`src/hw/rtl/usb_midi_descriptor_scanner_top_defines.svh`:
```
// assertion macros for the descriptor scanner rtl
`ifndef USB_MIDI_DESCRIPTOR_SCANNER_TOP_DEFINES_SVH
`define USB_MIDI_DESCRIPTOR_SCANNER_TOP_DEFINES_SVH

// same-cycle implication, disabled while in reset
`define UMDS_ASSERT_IMPLY(name, clk_s, rst_s, ante, cons, msg) \
  name: assert property (@(posedge clk_s) disable iff (rst_s) (ante) |-> (cons)) \
    else $error(msg);

// next-cycle implication, disabled while in reset
`define UMDS_ASSERT_NEXT(name, clk_s, rst_s, ante, cons, msg) \
  name: assert property (@(posedge clk_s) disable iff (rst_s) (ante) |=> (cons)) \
    else $error(msg);

`endif

```
`src/hw/rtl/umds_pkg.sv`:
```
// types and constants of the usb midi descriptor scanner
package umds_pkg;

  localparam int unsigned CFG_INDEX_W = 1;
  localparam int unsigned CFG_DATA_W  = 8;

  // configuration register indexes
  typedef enum logic [CFG_INDEX_W-1:0] {
    CFG_MATCH_CLASS    = 1'b0,
    CFG_MATCH_SUBCLASS = 1'b1
  } cfg_index_t;

  localparam logic [7:0] MATCH_CLASS_RESET    = 8'h01;
  localparam logic [7:0] MATCH_SUBCLASS_RESET = 8'h03;

  // descriptor type codes
  localparam logic [7:0] TYPE_INTERFACE = 8'd4;
  localparam logic [7:0] TYPE_ENDPOINT  = 8'd5;

  // endpoint transfer type code for bulk
  localparam logic [1:0] XFER_BULK = 2'b10;

  typedef enum logic [1:0] {
    ST_FOUND     = 2'd0,
    ST_NOT_FOUND = 2'd1,
    ST_MALFORMED = 2'd2
  } status_t;

  typedef struct packed {
    logic [7:0] match_class;
    logic [7:0] match_subclass;
  } match_cfg_t;

  typedef struct packed {
    logic [7:0] data_byte;
    logic       first_byte;
  } desc_item_t;

  typedef struct packed {
    status_t     status;
    logic [7:0]  interface_number;
    logic [7:0]  alt_setting;
    logic [7:0]  endpoint_address;
    logic [10:0] max_packet;
  } scan_result_t;

  typedef struct packed {
    logic [15:0] byte_offset;
    logic [15:0] total_length;
    logic [15:0] record_start;
    logic [7:0]  record_length;
    logic [7:0]  record_type;
    logic        record_checked;
    logic        in_match;
    logic [15:0] held_if;
    logic [31:0] held_ep;
    logic [7:0]  held_byte6;
    logic        walk_done;
  } walk_state_t;

endpackage

```
`src/hw/rtl/umds_if.sv`:
```
// request channels of the descriptor scanner
interface umds_desc_if;
  logic       valid;
  logic       ready;
  logic [7:0] data_byte;
  logic       first_byte;

  modport source (output valid, data_byte, first_byte, input ready);
  modport sink (input valid, data_byte, first_byte, output ready);
endinterface

interface umds_result_if;
  logic        valid;
  logic        ready;
  logic [1:0]  status;
  logic [7:0]  interface_number;
  logic [7:0]  alt_setting;
  logic [7:0]  endpoint_address;
  logic [10:0] max_packet;

  modport source (output valid, status, interface_number, alt_setting, endpoint_address,
                  max_packet, input ready);
  modport sink (input valid, status, interface_number, alt_setting, endpoint_address,
                max_packet, output ready);
endinterface

```
`src/hw/rtl/umds_in_stage.sv`:
```
// input register for descriptor byte requests
module umds_in_stage (
  input  logic                  clk,
  input  logic                  rst,
  umds_desc_if.sink             desc,
  input  logic                  advance,
  output logic                  item_valid,
  output umds_pkg::desc_item_t  item
);

  logic valid_q;

  // take a new request when empty or whenever the held one moves on
  assign desc.ready = !valid_q || advance;
  assign item_valid = valid_q;

  always_ff @(posedge clk) begin
    if (rst) begin
      valid_q <= 1'b0;
    end else if (desc.ready) begin
      valid_q <= desc.valid;
    end
    if (desc.valid && desc.ready) begin
      item.data_byte  <= desc.data_byte;
      item.first_byte <= desc.first_byte;
    end
  end

endmodule

```
`src/hw/rtl/umds_out_stage.sv`:
```
// result register toward the receiver
module umds_out_stage (
  input  logic                    clk,
  input  logic                    rst,
  input  logic                    load,
  input  umds_pkg::scan_result_t  res,
  output logic                    slot_free,
  umds_result_if.source           result
);

  logic                   valid_q;
  umds_pkg::scan_result_t res_q;

  assign slot_free = !valid_q || result.ready;

  // hold a result until the receiver takes it
  always_ff @(posedge clk) begin
    if (rst) begin
      valid_q <= 1'b0;
    end else if (load) begin
      valid_q <= 1'b1;
    end else if (result.ready) begin
      valid_q <= 1'b0;
    end
    if (load) begin
      res_q <= res;
    end
  end

  assign result.valid            = valid_q;
  assign result.status           = res_q.status;
  assign result.interface_number = res_q.interface_number;
  assign result.alt_setting      = res_q.alt_setting;
  assign result.endpoint_address = res_q.endpoint_address;
  assign result.max_packet       = res_q.max_packet;

endmodule

```
`src/hw/rtl/umds_walk.sv`:
```
// per-byte descriptor walk: state registers and next-state logic
`include "usb_midi_descriptor_scanner_top_defines.svh"

module umds_walk (
  input  logic                    clk,
  input  logic                    rst,
  input  umds_pkg::match_cfg_t    cfg,
  input  logic                    advance,
  input  umds_pkg::desc_item_t    item,
  output logic                    res_load,
  output umds_pkg::scan_result_t  res
);

  // walk idle until a first byte, everything else cleared
  localparam umds_pkg::walk_state_t WALK_RESET = '{walk_done: 1'b1, default: '0};

  umds_pkg::walk_state_t state_q;
  umds_pkg::walk_state_t cur;
  umds_pkg::walk_state_t state_next;
  umds_pkg::status_t     fin_status;

  logic        active;
  logic        finish;
  logic        go;
  logic        if_match;
  logic        ep_hit;
  logic [7:0]  b;
  logic [15:0] rel;
  logic [16:0] have;
  logic [16:0] t17;
  logic [16:0] start2;
  logic [16:0] rec_end;
  logic [15:0] t;
  logic [7:0]  len0;
  logic [7:0]  tlo;
  logic [7:0]  thi;
  logic [16:0] chk_end;
  logic [16:0] chk_total;

  always_comb begin
    // a first byte restarts the walk from a clean state
    cur = state_q;
    if (item.first_byte) begin
      cur = '0;
    end
    active     = !cur.walk_done;
    b          = item.data_byte;
    state_next = cur;
    finish     = 1'b0;
    fin_status = umds_pkg::ST_NOT_FOUND;
    go         = 1'b0;
    if_match   = 1'b0;
    ep_hit     = 1'b0;

    // total length from bytes 2 and 3
    if (cur.byte_offset == 16'd2) begin
      state_next.total_length[7:0] = b;
    end else if (cur.byte_offset == 16'd3) begin
      state_next.total_length[15:8] = b;
    end

    // capture record bytes by position within the record
    rel = cur.byte_offset - cur.record_start;
    if (cur.byte_offset >= cur.record_start) begin
      unique case (rel)
        16'd0: begin
          state_next.record_length = b;
        end
        16'd1: begin
          state_next.record_type = b;
        end
        16'd2: begin
          state_next.held_ep[7:0] = b;
        end
        16'd3: begin
          state_next.held_ep[15:8] = b;
        end
        16'd4: begin
          state_next.held_ep[23:16] = b;
        end
        16'd5: begin
          state_next.held_ep[31:24] = b;
        end
        16'd6: begin
          state_next.held_byte6 = b;
        end
        default: ;
      endcase
    end

    have = {1'b0, cur.byte_offset} + 17'd1;
    state_next.byte_offset = (cur.byte_offset == 16'hFFFF) ? 16'hFFFF : have[15:0];

    t       = state_next.total_length;
    t17     = {1'b0, t};
    len0    = state_next.record_length;
    tlo     = t[7:0];
    thi     = t[15:8];
    start2  = {1'b0, cur.record_start} + 17'd2;
    rec_end = {1'b0, cur.record_start} + {9'd0, state_next.record_length};

    if (cur.byte_offset == 16'd3) begin
      // total now known: settle the records that began in the first four bytes
      if (t < 16'd2) begin
        finish = 1'b1;
      end else if (len0 < 8'd2 || {8'd0, len0} > t) begin
        finish     = 1'b1;
        fin_status = umds_pkg::ST_MALFORMED;
      end else if (len0 > 8'd4) begin
        state_next.record_checked = 1'b1;
      end else if (len0 == 8'd4) begin
        if (t < 16'd6) begin
          finish = 1'b1;
        end else begin
          state_next.record_start   = 16'd4;
          state_next.record_checked = 1'b0;
        end
      end else if (len0 == 8'd3) begin
        // next record starts on the high length byte
        if (t < 16'd5) begin
          finish = 1'b1;
        end else if (thi < 8'd2 || ({8'd0, thi} + 16'd3) > t) begin
          finish     = 1'b1;
          fin_status = umds_pkg::ST_MALFORMED;
        end else begin
          state_next.record_start   = 16'd3;
          state_next.record_length  = thi;
          state_next.record_checked = 1'b1;
        end
      end else begin
        // next record starts on the low length byte
        state_next.record_length = tlo;
        state_next.record_type   = thi;
        if (t < 16'd4) begin
          finish = 1'b1;
        end else if (tlo < 8'd2 || ({8'd0, tlo} + 16'd2) > t) begin
          finish     = 1'b1;
          fin_status = umds_pkg::ST_MALFORMED;
        end else if (tlo == 8'd2) begin
          if (t < 16'd6) begin
            finish = 1'b1;
          end else begin
            state_next.record_start   = 16'd4;
            state_next.record_checked = 1'b0;
          end
        end else begin
          state_next.record_start   = 16'd2;
          state_next.record_checked = 1'b1;
        end
      end
    end else if (cur.byte_offset >= 16'd4) begin
      // length checks on the first byte of a record
      go = 1'b1;
      if (!cur.record_checked) begin
        if (start2 > t17) begin
          finish = 1'b1;
          go     = 1'b0;
        end else if (have <= {1'b0, cur.record_start}) begin
          go = 1'b0;
        end else if (state_next.record_length < 8'd2 || rec_end > t17) begin
          finish     = 1'b1;
          fin_status = umds_pkg::ST_MALFORMED;
          go         = 1'b0;
        end else begin
          state_next.record_checked = 1'b1;
        end
      end
      // record complete: act on it and step to the next one
      if (go && state_next.record_checked && have >= rec_end) begin
        if (state_next.record_type == umds_pkg::TYPE_INTERFACE &&
            state_next.record_length >= 8'd9) begin
          if_match = (state_next.held_ep[31:24] == cfg.match_class) &&
                     (state_next.held_byte6 == cfg.match_subclass);
          state_next.in_match = if_match;
          state_next.held_if  = if_match ? state_next.held_ep[15:0] : 16'd0;
        end else if (state_next.record_type == umds_pkg::TYPE_ENDPOINT && cur.in_match &&
                     state_next.record_length >= 8'd7) begin
          ep_hit = (state_next.held_ep[9:8] == umds_pkg::XFER_BULK) && state_next.held_ep[7];
        end
        if (ep_hit) begin
          finish     = 1'b1;
          fin_status = umds_pkg::ST_FOUND;
        end else begin
          state_next.record_start   = rec_end[15:0];
          state_next.record_checked = 1'b0;
          if ((rec_end + 17'd2) > t17) begin
            finish = 1'b1;
          end
        end
      end
    end

    if (finish) begin
      state_next.walk_done = 1'b1;
    end
    if (!active) begin
      state_next = state_q;
      finish     = 1'b0;
    end
  end

  // result fields are zero unless an endpoint was found
  always_comb begin
    res.status           = fin_status;
    res.interface_number = 8'd0;
    res.alt_setting      = 8'd0;
    res.endpoint_address = 8'd0;
    res.max_packet       = 11'd0;
    if (fin_status == umds_pkg::ST_FOUND) begin
      res.interface_number = cur.held_if[7:0];
      res.alt_setting      = cur.held_if[15:8];
      res.endpoint_address = state_next.held_ep[7:0];
      res.max_packet       = state_next.held_ep[26:16];
    end
  end

  assign res_load = advance && finish;

  always_ff @(posedge clk) begin
    if (rst) begin
      state_q <= WALK_RESET;
    end else if (advance) begin
      state_q <= state_next;
    end
  end

  // checked records never reach past the total
  assign chk_end   = {1'b0, state_q.record_start} + {9'd0, state_q.record_length};
  assign chk_total = {1'b0, state_q.total_length};

  `UMDS_ASSERT_NEXT(a_done_after_result, clk, rst, res_load, state_q.walk_done,
                    "walk still running after a result")
  `UMDS_ASSERT_NEXT(a_offset_moves, clk, rst,
                    advance && (item.first_byte || !state_q.walk_done),
                    state_q.byte_offset != 16'd0, "byte offset did not advance")
  `UMDS_ASSERT_IMPLY(a_record_in_bounds, clk, rst,
                     !state_q.walk_done && state_q.byte_offset >= 16'd4 &&
                     state_q.record_checked,
                     chk_end <= chk_total, "checked record overruns total length")

endmodule

```
`src/hw/rtl/usb_midi_descriptor_scanner_top.sv`:
```
// usb midi descriptor scanner: top level
//
// The desc channel takes one configuration descriptor byte per request, with
// first_byte marking offset 0 of a new block. The result channel gives one
// request per block: found with the interface number, alternate setting,
// bulk IN endpoint address and max packet size, or not found, or malformed.
// Bytes before the first first_byte, and bytes after a block's result, are
// absorbed and give nothing.
// Throughput is one byte per cycle unless a pending result stalls it; the walk
// state is updated by a single pass of logic between the input register and the
// result register. The byte that ends the walk is held in the input register and
// its result is registered in the result register. A result waiting in the result
// register holds the byte in the input register, so while the receiver stalls with
// a result pending the input takes at most one more byte and then drops ready.
// The user writes the match class and subclass registers through wr_en, wr_index
// and wr_data only while the block is idle; the block does not enforce this.
// Reset is synchronous: both stages empty, walk idle until a first byte,
// match class 0x01 and subclass 0x03.
module usb_midi_descriptor_scanner_top (
  input  logic                                clk,
  input  logic                                rst,
  umds_desc_if.sink                           desc,
  umds_result_if.source                       result,
  input  logic                                wr_en,
  input  logic [umds_pkg::CFG_INDEX_W-1:0]    wr_index,
  input  logic [umds_pkg::CFG_DATA_W-1:0]     wr_data
);

  umds_pkg::match_cfg_t   cfg;
  umds_pkg::desc_item_t   item;
  umds_pkg::scan_result_t res;
  logic                   advance;
  logic                   res_load;
  logic                   item_valid;
  logic                   slot_free;

  // configuration registers
  always_ff @(posedge clk) begin
    if (rst) begin
      cfg.match_class    <= umds_pkg::MATCH_CLASS_RESET;
      cfg.match_subclass <= umds_pkg::MATCH_SUBCLASS_RESET;
    end else if (wr_en) begin
      if (wr_index == umds_pkg::CFG_MATCH_CLASS) begin
        cfg.match_class <= wr_data;
      end else if (wr_index == umds_pkg::CFG_MATCH_SUBCLASS) begin
        cfg.match_subclass <= wr_data;
      end
    end
  end

  // a held byte moves on when the result slot can take its outcome
  assign advance = item_valid && slot_free;

  umds_in_stage u_in (
    .clk        (clk),
    .rst        (rst),
    .desc       (desc),
    .advance    (advance),
    .item_valid (item_valid),
    .item       (item)
  );

  umds_walk u_walk (
    .clk      (clk),
    .rst      (rst),
    .cfg      (cfg),
    .advance  (advance),
    .item     (item),
    .res_load (res_load),
    .res      (res)
  );

  umds_out_stage u_out (
    .clk       (clk),
    .rst       (rst),
    .load      (res_load),
    .res       (res),
    .slot_free (slot_free),
    .result    (result)
  );

endmodule
```
`src/flat_wrapper.sv`:
```
// flat-port wrapper written by rule: the top's interface ports become plain ports
module usb_midi_descriptor_scanner_top_flat 
  (clk, rst, wr_en, wr_index, wr_data, desc_valid, desc_data_byte, desc_first_byte, desc_ready, result_valid, result_status, result_interface_number, result_alt_setting, result_endpoint_address, result_max_packet, result_ready);
  umds_desc_if desc_i ();
  umds_result_if result_i ();
  input  logic clk;
  input  logic rst;
  input  logic wr_en;
  input  logic [umds_pkg::CFG_INDEX_W-1:0] wr_index;
  input  logic [umds_pkg::CFG_DATA_W-1:0] wr_data;
  input wire logic [$bits(desc_i.valid)-1:0] desc_valid;
  input wire logic [$bits(desc_i.data_byte)-1:0] desc_data_byte;
  input wire logic [$bits(desc_i.first_byte)-1:0] desc_first_byte;
  output wire logic [$bits(desc_i.ready)-1:0] desc_ready;
  output wire logic [$bits(result_i.valid)-1:0] result_valid;
  output wire logic [$bits(result_i.status)-1:0] result_status;
  output wire logic [$bits(result_i.interface_number)-1:0] result_interface_number;
  output wire logic [$bits(result_i.alt_setting)-1:0] result_alt_setting;
  output wire logic [$bits(result_i.endpoint_address)-1:0] result_endpoint_address;
  output wire logic [$bits(result_i.max_packet)-1:0] result_max_packet;
  input wire logic [$bits(result_i.ready)-1:0] result_ready;
  assign desc_i.valid = desc_valid;
  assign desc_i.data_byte = desc_data_byte;
  assign desc_i.first_byte = desc_first_byte;
  assign desc_ready = desc_i.ready;
  assign result_valid = result_i.valid;
  assign result_status = result_i.status;
  assign result_interface_number = result_i.interface_number;
  assign result_alt_setting = result_i.alt_setting;
  assign result_endpoint_address = result_i.endpoint_address;
  assign result_max_packet = result_i.max_packet;
  assign result_i.ready = result_ready;
  usb_midi_descriptor_scanner_top u_core (.clk(clk), .rst(rst), .desc(desc_i), .result(result_i), .wr_en(wr_en), .wr_index(wr_index), .wr_data(wr_data));
endmodule
```
`config.mk`:
```
export PLATFORM = sky130hd
export DESIGN_NAME = usb_midi_descriptor_scanner_top_flat
export DESIGN_NICKNAME = d
export VERILOG_FILES = /design/src/hw/rtl/umds_pkg.sv /design/src/hw/rtl/umds_if.sv /design/src/hw/rtl/umds_in_stage.sv /design/src/hw/rtl/umds_out_stage.sv /design/src/hw/rtl/umds_walk.sv /design/src/hw/rtl/usb_midi_descriptor_scanner_top.sv /design/src/flat_wrapper.sv
export VERILOG_INCLUDE_DIRS = /design/src /design/src/hw/rtl
export SDC_FILE = /design/constraint.sdc
export NUM_CORES = 1
export LEC_CHECK = 0
export BUFFER_PORTS_ARGS = -buffer_cell sky130_fd_sc_hd__clkbuf_2
export CORE_ASPECT_RATIO = 0.8
export CORE_MARGIN = 3
export CORE_UTILIZATION = 35
export DETAILED_ROUTE_END_ITERATION = 6
export HOLD_SLACK_MARGIN = 0.05
export PLACE_DENSITY_LB_ADDON = 0.05
export SYNTH_ARGS = -nofsm -noshare
export SYNTH_HDL_FRONTEND = slang
export SYNTH_HIERARCHICAL = 1
export SYNTH_SLANG_ARGS = --single-unit
```
`constraint.sdc`:
```
create_clock -name clk -period 15.8 [get_ports clk]
set_clock_uncertainty 0.1 [all_clocks]
set_input_delay 1.58 -clock clk [delete_from_list [all_inputs] [get_ports clk]]
set_output_delay 1.58 -clock clk [all_outputs]
set_load 0.01 [all_outputs]
```
## After elaboration in Yosys (flattened, before gate mapping)

Index checks and enable logic that the tools add are counted.

- Register bits: 187
- Input port bits: 23

- Bitwise logic cells: 2
- Reduce and logical (&&, ||, !) cells: 23
- Mux-type cells: 101
- Order comparisons: 20
- Add/subtract/negate cells: 7
- Eq/ne operators: 17

Operators by type and width:

| operator | number |
|---|---|
| $mux W16 | 14 |
| $mux W123 | 1 |
| $mux W8 | 11 |
| $mux W24 | 3 |
| $mux W33 | 2 |
| $eq A16 B2 Y1 const B | 4 |
| $gt A17 B16 Y1 | 3 |
| $eq A16 B3 Y1 const B | 3 |
| $lt A16 B3 Y1 const B | 3 |
| $mux W1 | 46 |
| $mux W40 | 1 |
| $mux W18 | 2 |
| $mux W36 | 1 |
| $mux W17 | 2 |
| $mux W2 | 17 |
| $gt A9 B16 Y1 | 2 |
| $mux W32 | 1 |
| $eq A8 B3 Y1 const B | 3 |
| $lt A8 B2 Y1 const B | 3 |
| $add A8 B2 Y9 const B | 2 |
| $add A16 B1 Y17 const B | 1 |
| $add A16 B2 Y17 const B | 1 |
| $add A16 B8 Y17 | 1 |
| $add A17 B2 Y17 const B | 1 |
| other kinds (23) | 42 |

## Logic depth before layout (Yosys ltp)

- Depth in word-level cells: 25
- Mapped depth: 48
- Mapped depth without buffers: 41

## Modules after synthesis

The synthesis kept the hierarchy.

Modules (own cells, without submodules):

| module | cells an instance | area an instance (um^2) | instances |
|---|---|---|---|
| umds_walk | 1,616 | 12,279.3 | 1 |
| umds_out_stage | 41 | 1,157.4 | 1 |
| usb_midi_descriptor_scanner_top | 65 | 686.9 | 1 |
| umds_in_stage | 14 | 325.3 | 1 |

## Worst setup path before layout

No wires, ideal clock.

- Kind: reg2reg
- From: register u_core/u_in/item[0] (netlist name)
- To: register u_core.u_out.res_q, in the netlist u_core/u_out/result.alt_setting[0], enable pin
- Clock period less this slack: 11,365 ps
- Slack: 4,435 ps
- Setup time: 433 ps
- Stages on the path, launching flop included: 46
- Data arrival time: 10,833 ps
- Data required time: 15,267 ps
- Cell sequence: edfxtp_1 buf_6 clkbuf_1 clkbuf_1 buf_1 buf_6 clkbuf_1 buf_1 clkbuf_1 buf_1 nor2b_1 ha_1 o21ai_1 o211ai_1 o221ai_1 nor4_1 o211ai_1 nor3_2 (+10 left out) a211o_1 or3_1 xnor2_1 inv_1 ha_1 nand4_1 or2_2 nor4_1 nand2_1 o21ai_0 o21a_1 nor4b_1 a31oi_1 clkbuf_1 a31o_2 o211ai_1 nor2_1 nor2_1

- Longest elaborated chain between the ends: 20

RTL lines:

| element | line | RTL |
|---|---|---|
| $mux W123 (*) | umds_walk.sv:43 | `if (item.first_byte) begin` |
| branches (longest 17 deep; another with $add A16 B8 Y17) | - |  |
| $mux W1 (*) | umds_walk.sv:196 | `if (!active) begin` |
| $logic_and A1 B1 Y1 (*) | umds_walk.sv:217 | `assign res_load = advance && finish;` |
| named net u_core.res_load | usb_midi_descriptor_scanner_top.sv:33 | `logic res_load;` |
| end signal, assigned | umds_out_stage.sv:26 | `res_q <= res;` |
| end, declared | umds_out_stage.sv:12 | `umds_pkg::scan_result_t res_q;` |

Mark *: on every way through the listed nets, which the timed path passes. The select of a mux whose other input is x is not followed.
A chain may end at the register's enable or synchronous reset.

## Worst setup path in the final report

- From: register u_core/u_in/item[0] (netlist name)
- To: register u_core.u_out.res_q, in the netlist u_core/u_out/result.endpoint_address[3], enable pin

- Longest elaborated chain between the ends: 20

RTL lines:

| element | line |
|---|---|
| $mux W123 (*) | umds_walk.sv:43 |
| branches (longest 17 deep; another with $add A16 B8 Y17) | - |
| $mux W1 (*) | umds_walk.sv:196 |
| $logic_and A1 B1 Y1 (*) | umds_walk.sv:217 |
| named net u_core.res_load | usb_midi_descriptor_scanner_top.sv:33 |

Marked as above.

==> metrics.cfg <==
[clock_tree]
postCtsSetupBuffers = 0
clkSinkCount = 187
path_clk_slew_ps = 70
cts-root-buf = clkbuf_16
htreeDepth = 4
clock_latency_ps = 470
cts_resized = 0
max-clock-path-buffers = 2
cts_made_buffers = 17
cts.hold.buffers_added = 0
cts_tree = yes

[pwr]
p_int_uw = 862
power_density_nw_per_um2 = 83.5
switching_share = 0.342
p_clk_frac = 0.330
p_leak_nw = 6.21
power.switching_uw = 448
peakVddDrop_mv = 0.0651
pwr-share-comb = 0.266
pwr-share-seq = 0.404

[global_route]
grt_max_degree = 74
antenna_found_initial = 1
grt_pass1_wl_um = 79300
grt_pass1_vias = 12462
grt_overflow_total = 0
grt_util_all_layers = 0.238

[critical_path]
reg2reg_to = u_core/u_out/result.endpoint_address[3]$_DFFE_PP_
r2r_setup_slack_ps = 4160
arrival_ps = 11610
cp-startpoint = u_core/u_in/item[0]$_DFFE_PP_
crit_fanout = 60
worstRegToRegCells = 36
slowest_delay_ps = 900
rr_startpoint = u_core/u_in/item[0]$_DFFE_PP_
worst_setup_path_end_kind = register
critPathKind = reg -> reg
cp.required_ps = 15770
crit_path_top_delay_cell = nor2_4
start_kind = register

[timing]
holdWs_ps = 357
drv_slew = 0
slew_headroom = 0.188
setup_viol = 0
period_needed_ps = 11640
max_freq_mhz = 85.9
tightest_slew_ps = 1220
fin_crit_sh = 0.737
tns_ps = 0
rsz0062_at_grt = no
setup_slack_ps = 4160
hold_viol_final = 0

[routing]
drcViolationCount = 0
via_per_inst = 5.86
first_iter_violations = 1446
routed_wl_um = 52100
drtAntennaViolNets = 0
avgRoutedWirePerCell_um = 22.7
via_count = 13455
first_pass_iters = 5

[finish]
n_antenna_cell = 0
final_cell_mix = 214 x nor2_1, 141 x dfxtp_1, 112 x ha_1, 105 x nand2_1, 80 x a21oi_1
multiInputGateArea_um2 = 9440
drive_above_1_share = 0.102
num-fill-cells = 4133
final-seq-area_um2 = 4200
layout_commonest_cell = nor2_1
nNetsFinal = 1884
area_growth_pct = 8.63
final_cell_count_no_fill = 2296

[die]
fp-row-count = 65
initial_core_util = 0.360
core-area_um2 = 40100
ioPinCount = 62
die_h_um = 188
die_area_um2 = 43800
die_x_um = 233

[yosys]
syn-num-nets = 1873
postSynthCellCount = 1736
ys_seq_area_frac = 0.291
synth_area_per_cell_um2 = 8.32
ys_warn_count = 6
synth-edff-count = 46
synth_seq_cells = 187
syn_area_um2 = 14400
async_reset_ff_frac = 0
yosys_most_used_dff = dfxtp_1
synth_cell_types = 111

[min_path]
hold_path_startpoint = u_core/u_walk/state_q[46]$_SDFFE_PP0P_
hold_depth = 1
hold_class = reg -> reg
whs_endpoint = u_core/u_walk/state_q[46]$_SDFFE_PP0P_

[placement]
post-place-ws_ps = 4260
place.gp.congestion = 0.912
dp_hpwl_um = 39000
place_inst = 2264
place.port_buffers = 61

[run]
drv_cap = 0

[run_status]
outcome = complete, no violations

[per-layer routing]
metal	routed length, um	vias up	share of wire	global-route usage
met5	0	-	0	0
met4	680	0	0.013	0.0509
met3	4190	42	0.080	0.0565
met2	20400	506	0.39	0.319
met1	26900	6498	0.52	0.376
li1	-	6409	-	-
[state kept, by name (all words and copies together), names as in the netlist]
register,flops
u_core/u_out/result.status,2
u_core/u_out/result.valid,1
u_core/u_walk/chk_total,16
u_core/u_walk/state_q,107
u_core/u_out/result.interface_number,8
u_core/u_out/result.max_packet,11
u_core/cfg,16
u_core/u_out/result.alt_setting,8
u_core/u_in/item_valid,1
u_core/u_in/item,9
u_core/u_out/result.endpoint_address,8
[cell type report]
type                            instances  share of cell area
Timing Repair Buffer                   89              0.0330
Inverter                               81              0.0194
Multi-Input combinational cell       1371               0.601
Sequential cell                       187               0.268
Clock inverter                         11             0.00717
Tap cell                              536              0.0427
Clock buffer                           21              0.0287
[power by group through the flow]
stage	combinational, mW	clock, mW	sequential, mW
5_1_grt	0.382	0.465	0.532
3_3_place_gp	0.343	0	0.539
3_5_place_dp	0.342	0	0.539
4_1_cts	0.344	0.448	0.529
6_report	0.349	0.433	0.529
2_1_floorplan	0.242	0	0.537
[cells in the mapped netlist (43+ instances only)]
cell type,n,area (um^2)
nor2_1,215,807
dfxtp_1,141,2820
ha_1,112,1400
nand2_1,105,394
a21oi_1,80,400
inv_1,80,300
o21ai_0,64,320
clkbuf_1,58,218
a211oi_1,56,420
xnor2_1,49,429
nor2b_1,48,300
edfxtp_1,46,1380
mux2i_1,43,430
[stage by stage]
step,area (um^2),utilization,power [mW]
finish,15700,0.391,1.31
detailed placement,15100,0.377,0.881
global placement,15100,0.377,0.882
CTS,15700,0.391,1.32
global route,15700,0.391,1.38
floorplan,14400,-,0.779
[how the worst max path moves through the flow]
stage / endpoint / slack (ps) / cells after the start
floorplan: u_core/u_out/result.alt_setting[0]$_DFFE_PP_ / 4430 / 45
global placement: u_core/u_out/result.endpoint_address[6]$_DFFE_PP_ / 4580 / 37
detailed placement: u_core/u_out/result.endpoint_address[6]$_DFFE_PP_ / 4260 / 37
CTS: u_core/u_out/result.interface_number[6]$_DFFE_PP_ / 4210 / 37
global route: u_core/u_out/result.status[0]$_DFFE_PP_ / 3340 / 36
finish: u_core/u_out/result.endpoint_address[3]$_DFFE_PP_ / 4160 / 36
[kinds of logic after synthesis]
group | share of synthesized area
adders and majority gates | 0.0998
xor gates and xnor gates | 0.0454
and+or+nand+nor | 0.238
muxes | 0.0411
DFF | 0.291
AOI/OAI and AO/OA | 0.227
buffers and inverters | 0.0570
[worst max-delay path, delay by kind of cell, from the launching register on]
kind / cells / cell delay [ps]
AND/OR/NAND/NOR: 13 / 3810
AO/OA/AOI/OAI: 15 / 3660
buffers and inverters: 4 / 1400
adder cells (fa/ha/maj): 3 / 1170
XOR/XNOR: 1 / 640
flip-flops: 1 / 360
Power figures use the tool's default switching activity.
